==> src/hdl/spk_pkg.sv <==
// Speck32/64 shared types, register indexes and round functions.
// No dependencies; used by every module of the cipher except spk_checker.
package spk_pkg;

    localparam int WORD_W  = 16;
    localparam int CFG_IDX_W = 8;
    localparam int ROT_A   = 7;
    localparam int ROT_B   = 2;

    typedef logic [WORD_W-1:0] t_word;

    typedef enum logic [CFG_IDX_W-1:0] {
        REG_KEY_WORD_0 = 8'd0,
        REG_KEY_WORD_1 = 8'd1,
        REG_KEY_WORD_2 = 8'd2,
        REG_KEY_WORD_3 = 8'd3
    } t_reg_idx;

    typedef enum logic {
        ACT_ENCRYPT = 1'b0,
        ACT_DECRYPT = 1'b1
    } t_action;

    typedef struct packed {
        t_word x;
        t_word y;
    } t_pair;

    typedef struct packed {
        t_action action;
        t_word   x;
        t_word   y;
    } t_blk;

    function automatic t_word rotr(input t_word v, input int s);
        rotr = (v >> s) | (v << (WORD_W - s));
    endfunction

    function automatic t_word rotl(input t_word v, input int s);
        rotl = (v << s) | (v >> (WORD_W - s));
    endfunction

    function automatic t_pair fwd_round(input t_word x, input t_word y, input t_word k);
        t_word nx;
        t_word ny;
        nx = (rotr(x, ROT_A) + y) ^ k;
        ny = rotl(y, ROT_B) ^ nx;
        fwd_round.x = nx;
        fwd_round.y = ny;
    endfunction

    function automatic t_pair inv_round(input t_word x, input t_word y, input t_word k);
        t_word nx;
        t_word ny;
        ny = rotr(y ^ x, ROT_B);
        nx = rotl((x ^ k) - ny, ROT_A);
        inv_round.x = nx;
        inv_round.y = ny;
    endfunction

endpackage

==> src/hdl/spk_key_sched.sv <==
// Speck32/64 key registers and round key expansion, one round per cycle.
// Depends on spk_pkg.
module spk_key_sched #(
    parameter int ROUNDS = 22
) (
    input  logic                          i_clk,
    input  logic                          i_rst_n,
    input  logic                          i_cfg_valid,
    input  logic [spk_pkg::CFG_IDX_W-1:0] i_cfg_index,
    input  spk_pkg::t_word                i_cfg_data,
    output spk_pkg::t_word                o_rk [ROUNDS],
    output logic                          o_keys_ready
);
    import spk_pkg::*;

    localparam int CW = $clog2(ROUNDS + 1);

    t_word         r_key0, r_key1, r_key2, r_key3;
    t_word         r_k, r_l0, r_l1, r_l2;
    t_word         r_rk [ROUNDS];
    logic [CW-1:0] r_rnd;
    logic          r_busy;
    logic          r_load;
    t_pair         n_step;

    assign n_step = fwd_round(r_l0, r_k, WORD_W'(r_rnd));

    always_ff @(posedge i_clk) begin
        if (!i_rst_n) begin
            r_key0 <= '0;
            r_key1 <= '0;
            r_key2 <= '0;
            r_key3 <= '0;
        end else if (i_cfg_valid) begin
            unique case (i_cfg_index)
                REG_KEY_WORD_0: r_key0 <= i_cfg_data;
                REG_KEY_WORD_1: r_key1 <= i_cfg_data;
                REG_KEY_WORD_2: r_key2 <= i_cfg_data;
                REG_KEY_WORD_3: r_key3 <= i_cfg_data;
                default: ;
            endcase
        end
    end

    always_ff @(posedge i_clk) begin
        if (!i_rst_n) begin
            r_busy <= 1'b1;
            r_load <= 1'b1;
            r_rnd  <= '0;
        end else if (i_cfg_valid) begin
            r_busy <= 1'b1;
            r_load <= 1'b1;
        end else if (r_load) begin
            r_load <= 1'b0;
            r_rnd  <= '0;
        end else if (r_busy) begin
            r_rnd <= r_rnd + CW'(1);
            if (r_rnd == CW'(ROUNDS - 1)) begin
                r_busy <= 1'b0;
            end
        end
    end

    always_ff @(posedge i_clk) begin
        if (r_load) begin
            r_k  <= r_key0;
            r_l0 <= r_key1;
            r_l1 <= r_key2;
            r_l2 <= r_key3;
        end else if (r_busy) begin
            r_k  <= n_step.y;
            r_l0 <= r_l1;
            r_l1 <= r_l2;
            r_l2 <= n_step.x;
            for (int j = 0; j < ROUNDS - 1; j++) begin
                r_rk[j] <= r_rk[j+1];
            end
            r_rk[ROUNDS-1] <= r_k;
        end
    end

    assign o_rk         = r_rk;
    assign o_keys_ready = !r_busy;

endmodule

==> src/hdl/spk_round_stage.sv <==
// One registered Speck32/64 round, forward or inverse per item, with handshake.
// Depends on spk_pkg.
module spk_round_stage (
    input  logic           i_clk,
    input  logic           i_rst_n,
    input  logic           i_valid,
    output logic           o_ready,
    input  spk_pkg::t_blk  i_data,
    input  spk_pkg::t_word i_key_enc,
    input  spk_pkg::t_word i_key_dec,
    output logic           o_valid,
    input  logic           i_ready,
    output spk_pkg::t_blk  o_data
);
    import spk_pkg::*;

    logic  r_valid;
    t_blk  r_data;
    t_pair n_pair;

    always_comb begin
        if (i_data.action == ACT_DECRYPT) begin
            n_pair = inv_round(i_data.x, i_data.y, i_key_dec);
        end else begin
            n_pair = fwd_round(i_data.x, i_data.y, i_key_enc);
        end
    end

    assign o_ready = !r_valid || i_ready;

    always_ff @(posedge i_clk) begin
        if (!i_rst_n) begin
            r_valid <= 1'b0;
        end else if (o_ready) begin
            r_valid <= i_valid;
        end
    end

    always_ff @(posedge i_clk) begin
        if (o_ready && i_valid) begin
            r_data.action <= i_data.action;
            r_data.x      <= n_pair.x;
            r_data.y      <= n_pair.y;
        end
    end

    assign o_valid = r_valid;
    assign o_data  = r_data;

endmodule

==> src/hdl/speck_32_64_block_cipher.sv <==
// Speck32/64 block cipher top level: key schedule plus an unrolled round pipeline.
// Depends on spk_pkg, spk_key_sched and spk_round_stage.
//
// One block per clock while the keys are ready and the output is not stalled, ROUNDS + 0
// register stages deep, one round per stage, the last stage being the output register.
// Stalls on the output fill bubbles upstream before the input stops. Round keys are
// expanded into registers by a one-round-per-cycle unit; after reset and after each key
// write the input is held off while the keys are expanded.
module speck_32_64_block_cipher #(
    parameter int ROUNDS = 22
) (
    input  logic                          i_clk,
    input  logic                          i_rst_n,
    input  logic                          s_axis_tvalid,
    output logic                          s_axis_tready,
    input  logic [31:0]                   s_axis_tdata,  // block_low, block_high
    input  logic [0:0]                    s_axis_tuser,  // action
    output logic                          m_axis_tvalid,
    input  logic                          m_axis_tready,
    output logic [31:0]                   m_axis_tdata,  // result_low, result_high
    input  logic                          i_cfg_valid,
    output logic                          o_cfg_ready,
    input  logic [spk_pkg::CFG_IDX_W-1:0] i_cfg_index,
    input  logic [15:0]                   i_cfg_data
);
    import spk_pkg::*;

    t_word rk [ROUNDS];
    logic  keys_ready;
    logic  stg_valid [ROUNDS+1];
    logic  stg_ready [ROUNDS+1];
    t_blk  stg_data  [ROUNDS+1];

    assign o_cfg_ready = 1'b1;

    spk_key_sched #(.ROUNDS(ROUNDS)) u_key_sched (
        .i_clk        (i_clk),
        .i_rst_n      (i_rst_n),
        .i_cfg_valid  (i_cfg_valid),
        .i_cfg_index  (i_cfg_index),
        .i_cfg_data   (i_cfg_data),
        .o_rk         (rk),
        .o_keys_ready (keys_ready)
    );

    assign stg_valid[0]       = s_axis_tvalid && keys_ready;
    assign s_axis_tready      = stg_ready[0] && keys_ready;
    assign stg_data[0].action = t_action'(s_axis_tuser[0]);
    assign stg_data[0].y      = s_axis_tdata[15:0];
    assign stg_data[0].x      = s_axis_tdata[31:16];

    for (genvar s = 0; s < ROUNDS; s++) begin : g_round
        spk_round_stage u_stage (
            .i_clk     (i_clk),
            .i_rst_n   (i_rst_n),
            .i_valid   (stg_valid[s]),
            .o_ready   (stg_ready[s]),
            .i_data    (stg_data[s]),
            .i_key_enc (rk[s]),
            .i_key_dec (rk[ROUNDS-1-s]),
            .o_valid   (stg_valid[s+1]),
            .i_ready   (stg_ready[s+1]),
            .o_data    (stg_data[s+1])
        );
    end

    assign stg_ready[ROUNDS] = m_axis_tready;
    assign m_axis_tvalid     = stg_valid[ROUNDS];
    assign m_axis_tdata      = {stg_data[ROUNDS].x, stg_data[ROUNDS].y};

endmodule

==> config.mk <==
export PLATFORM = sky130hd
export DESIGN_NAME = speck_32_64_block_cipher
export DESIGN_NICKNAME = d
export VERILOG_FILES = /design/src/hdl/spk_pkg.sv /design/src/hdl/spk_key_sched.sv /design/src/hdl/spk_round_stage.sv /design/src/hdl/speck_32_64_block_cipher.sv
export SDC_FILE = /design/constraint.sdc
export NUM_CORES = 2
export LEC_CHECK = 0
export BUFFER_PORTS_ARGS = -buffer_cell sky130_fd_sc_hd__buf_2
export CORE_MARGIN = 5
export CORE_UTILIZATION = 59
export DETAILED_ROUTE_END_ITERATION = 7
export GPL_ROUTABILITY_DRIVEN = 1
export PLACE_DENSITY_LB_ADDON = 0.3
export SLEW_MARGIN = 0
export SYNTH_ARGS = -nofsm -noshare
export SYNTH_HDL_FRONTEND = slang
export SYNTH_HIERARCHICAL = 1
export SYNTH_SLANG_ARGS = --single-unit
==> constraint.sdc <==
create_clock -name i_clk -period 16.15 [get_ports i_clk]
set_input_delay 2.4225 -clock i_clk [delete_from_list [all_inputs] [get_ports i_clk]]
set_output_delay 2.4225 -clock i_clk [all_outputs]
set_load 0.02 [all_outputs]
=== After elaboration in Yosys (flattened, before gate mapping) ===
Index checks and enable logic that the tools add are counted.

* Bitwise gates (word level): 183
* Add/sub/neg operators: 46
* Eq/ne operators: 4
* Mux-type cells: 35
* Reduce and logical (&&, ||, !) cells: 78

{| class="wikitable"
|+ Operators with widths
! operator !! count
|-
| $xor 16x16->16 || 89
|-
| $mux 32 || 22
|-
| $add 16x16->16 || 23
|-
| $or 16x2->16 || 23
|-
| $or 9x16->16 || 23
|-
| $or 14x16->16 || 22
|-
| $or 16x7->16 || 22
|-
| $sub 16x16->16 || 22
|-
| $mux 16 || 8
|-
| $logic_and 1x1->1 || 24
|-
| $logic_not 1->1 || 23
|-
| $logic_or 1x1->1 || 22
|-
| $eq 8x2->1 const B || 2
|-
| $xor 16x5->16 || 1
|-
| $reduce_and 2->1 || 6
|-
| $mux 5 || 2
|-
| $eq 8x1->1 const B || 1
|-
| $logic_not 8->1 || 1
|-
| $add 5x1->5 const B || 1
|-
| $eq 5x5->1 const B || 1
|-
| $mux 1 || 3
|-
| $not 1->1 || 3
|-
| $reduce_bool 2->1 || 1
|-
| $reduce_or 2->1 || 1
|}

* Logic and storage cells: 466
* Register bits: 1234

=== Longest topological paths before layout ===
* Depth after elaboration: 24
* Mapped depth: 23

=== Hierarchy ===
Netlist, hierarchy kept.

{| class="wikitable"
|+ By module, submodules not included
! module !! cells each !! area each (um2) !! times used
|-
| spk_round_stage at g_round[17].u_stage ... || 350 || 3429.5 || 14
|-
| spk_round_stage at g_round[11].u_stage ... || 360 || 3529.6 || 6
|-
| spk_key_sched || 905 || 17126.4 || 1
|-
| spk_round_stage at g_round[0].u_stage ... || 356 || 3469.6 || 2
|-
| speck_32_64_block_cipher || 4 || 23.8 || 1
|}

=== Worst setup path before layout ===
OpenSTA, ideal clock, no wires.

* Path type: reg-to-reg
* From: reg u_key_sched.r_load
* To: reg u_key_sched.r_rk, in the netlist u_key_sched/o_rk[0], enable pin
* Data required time: 15078 ps
* Setup time: 1072 ps
* Arrival time: 15561 ps
* Path slack: -483 ps
* Cell stages (with the launch flop): 5
* Buffers on the path: 3
* Cell sequence: dfxtp_1 -> clkbuf_1 -> clkbuf_1 -> clkbuf_1 -> nor2_1

* Word-level cells in the longest chain between the ends: 2

{| class="wikitable"
|+ Ends and longest elaborated chain
! element !! RTL line !! RTL
|-
| start, declared || spk_key_sched.sv:23 || <nowiki>logic r_load;</nowiki>
|-
| start signal, assigned || spk_key_sched.sv:48 || <nowiki>r_load <= 1'b1;</nowiki>
|-
| start signal, assigned || spk_key_sched.sv:52 || <nowiki>r_load <= 1'b1;</nowiki>
|-
| start signal, assigned || spk_key_sched.sv:54 || <nowiki>r_load <= 1'b0;</nowiki>
|-
| $not 1->1 (no source line) || - ||
|-
| $reduce_and 2->1 (no source line) || - ||
|-
| end signal, assigned by index || spk_key_sched.sv:76 || <nowiki>r_rk[j] <= r_rk[j+1];</nowiki>
|-
| end signal, assigned by index || spk_key_sched.sv:78 || <nowiki>r_rk[ROUNDS-1] <= r_k;</nowiki>
|-
| end, declared || spk_key_sched.sv:20 || <nowiki>t_word r_rk [ROUNDS];</nowiki>
|}

Every way passes these cells.
A chain may end at the register's enable or synchronous reset.

==> impl_metrics.yaml <==
timing:
  finalCriticalPeriod_ns: 9.98
  max_freq_mhz: 100
  fin_tns_setup_ns: 0
  hold_viol: 0
  finalMaxSlewViolations: 0
  tightest_slew_ns: 1.05
  setup_viol: 0
  clock_skew_ns: 0.0345
  slew_headroom: 0.303
  worst_slack_ns: 6.17
  finalCritPeriodShare: 0.618
  rsz0062_at_grt: "false"
die:
  die_width_um: 408
  die_y_um: 408
  dieArea_mm2: 0.166
  core_region_area_mm2: 0.157
  start_util: 0.595
  ios: 97
  rows: 145
clocking:
  cts_buffer_depth: 3
  clkTransAtPathRegs_ns: 0.06
  cts_tree: "yes"
  clock_latency_ns: 0.78
  post-cts-setup-buffers: 0
  clockRootBuffer: "clkbuf_16"
  ctsResizeCount: 0
  numCtsBuffers: 132
  htreeDepth: 4
  cts_hold_buf: 0
  cts_sinks: 1234
final_layout:
  fin_nets: 9541
  finalCoreUtilization: 0.639
  final_cell_mix: "edfxtp_1 (1,141), xnor2_1 (1,080), xor2_1 (831)"
  final_cells: 10900
  synthToLayoutAreaGrowth_pct: 7.37
  num-fill-cells: 12600
  fin_area_mm2: 0.100
  drive_gt1_frac: 0.0719
  final_common_cell: "edfxtp_1"
worst_setup_path:
  crit_type: "input port to primary output"
  crit_arrival_ns: 7.56
  crit_path_frequent_cell: "nand2b_1"
  cp_slowest_cell: "nand2b_1"
  reg2reg_slack_ns: 10.47
  critPathRequiredTime_ns: 13.73
  critPathCapture: "s_axis_tready"
  rr_worst_depth: 24
  critPathMaxStageDelay_ns: 0.43
  path_max_fanout: 3
  critPathLaunchType: "input port"
  r2r_start: "g_round[21].u_stage/o_valid$_SDFFE_PN0N_"
  r2r_end: "g_round[0].u_stage/o_data[11]$_DFFE_PP_"
  end_kind: "primary output"
  startpoint: "m_axis_tready"
power:
  powerDensity_mw_per_mm2: 72.5
  sw_frac_of_total: 0.242
  pwr-share-comb: 0.081
  power_frac_seq: 0.498
  power_switching_uw: 1760
  p_int_uw: 5500
  total_leakage_power_uw: 0.0392
  power_frac_clock: 0.422
  ir_drop_mv: 0.104
grt:
  grt_overflow: 0
  grt_max_degree: 91
  antenna_found_initial: 2
  grt_pass1_vias: 67000
  track_usage: 0.341
  grt_first_pass_wirelength_um: 428000
drt:
  vias: 70200
  drt-initial-drc-count: 7361
  route.detailed.drc: 0
  first_pass_iters: 8
  via_per_inst: 6.42
  detail-route-antenna-nets: 0
  wl_per_cell_um: 27.0
  finalWirelength_um: 295000
synth:
  synthCells: 8680
  synth_nets: 9464
  avgSynthCellArea_um2: 10.7
  syn-cell-area_mm2: 0.0933
  ys_warn_count: 6
placement:
  placed_area_mm2: 0.0957
  io_buffers: 95
  routabilityCongestion: 1.03
  dp.cells: 10700
  post-place-ws_ns: 6.30
  hpwl_um: 232000
status:
  status: "complete, no violations"
run:
  maxCapViolCount: 0
worst_hold_path:
  holdCritPathClass: "flop to flop"
## state kept, by name, indices dropped and copies added (netlist names)
name                     flops
u_key_sched/r_busy           1
u_key_sched/r_key3          16
u_key_sched/r_key0          16
g_round.u_stage/o_data     725
u_key_sched/r_key1          16
u_key_sched/r_l0            16
u_key_sched/r_load           1
u_key_sched/r_l1            16
g_round.u_stage/o_valid     22
u_key_sched/r_rnd            5
u_key_sched/r_k             16
u_key_sched/r_l2            16
u_key_sched/o_rk           352
u_key_sched/r_key2          16
## how the worst min path moves through the flow
stage | startpoint | end | slack (ns) | depth (start not counted)
6_report | g_round[9].u_stage/o_valid$_SDFFE_PN0N_ | g_round[10].u_stage/o_valid$_SDFFE_PN0N_ | 0.47 | 2
5_1_grt | g_round[13].u_stage/o_valid$_SDFFE_PN0N_ | g_round[14].u_stage/o_valid$_SDFFE_PN0N_ | 0.51 | 2
4_1_cts | g_round[9].u_stage/o_valid$_SDFFE_PN0N_ | g_round[10].u_stage/o_valid$_SDFFE_PN0N_ | 0.47 | 2
3_5_place_dp | g_round[1].u_stage/o_valid$_SDFFE_PN0N_ | g_round[2].u_stage/o_valid$_SDFFE_PN0N_ | 0.46 | 2
3_3_place_gp | u_key_sched/r_busy$_SDFFE_PP1N_ | u_key_sched/r_busy$_SDFFE_PP1N_ | 0.46 | 2
2_1_floorplan | g_round[16].u_stage/o_data[32]$_DFFE_PP_ | g_round[17].u_stage/o_data[32]$_DFFE_PP_ | 0.42 | 0
## power groups by stage
stage	combinational, uW	clock [uW]	sequential, uW
2_1_floorplan	428	0	3620
3_3_place_gp	562	0	3680
3_5_place_dp	568	0	3670
4_1_cts	576	3110	3610
5_1_grt	634	3240	3610
6_report	585	3060	3610
## layout make-up
class / instances / area (um2) / share of cell area
Clock buffer: 161 / 3500 / 0.0350
Sequential cell: 1234 / 36100 / 0.361
Tap cell: 2058 / 2570 / 0.0257
Multi-Input combinational cell: 7064 / 55500 / 0.554
Antenna cell: 5 / 12.5 / 0.000125
Inverter: 174 / 653 / 0.00652
Timing Repair Buffer: 151 / 896 / 0.00895
Clock inverter: 81 / 876 / 0.00875
## stage by stage
step           total power, uW  hold WS, ns
2_1_floorplan             4050        0.424
3_3_place_gp              4240        0.455
6_report                  7260        0.474
4_1_cts                   7290        0.472
5_1_grt                   7480        0.510
3_5_place_dp              4240        0.464
## routing by layer
layer,global-route usage,up-vias,routed length (um)
li1,-,32000,-
met1,0.452,33700,119000
met2,0.536,3593,131000
met3,0.0568,911,25200
met4,0.192,2,20000
met5,0,-,10
## critical path, delay by kind of cell
family	cells	cell delay [ns]
buf+inv	2	0.25
simple gates	23	4.87
No activity file was read; power rests on OpenSTA's default activity.
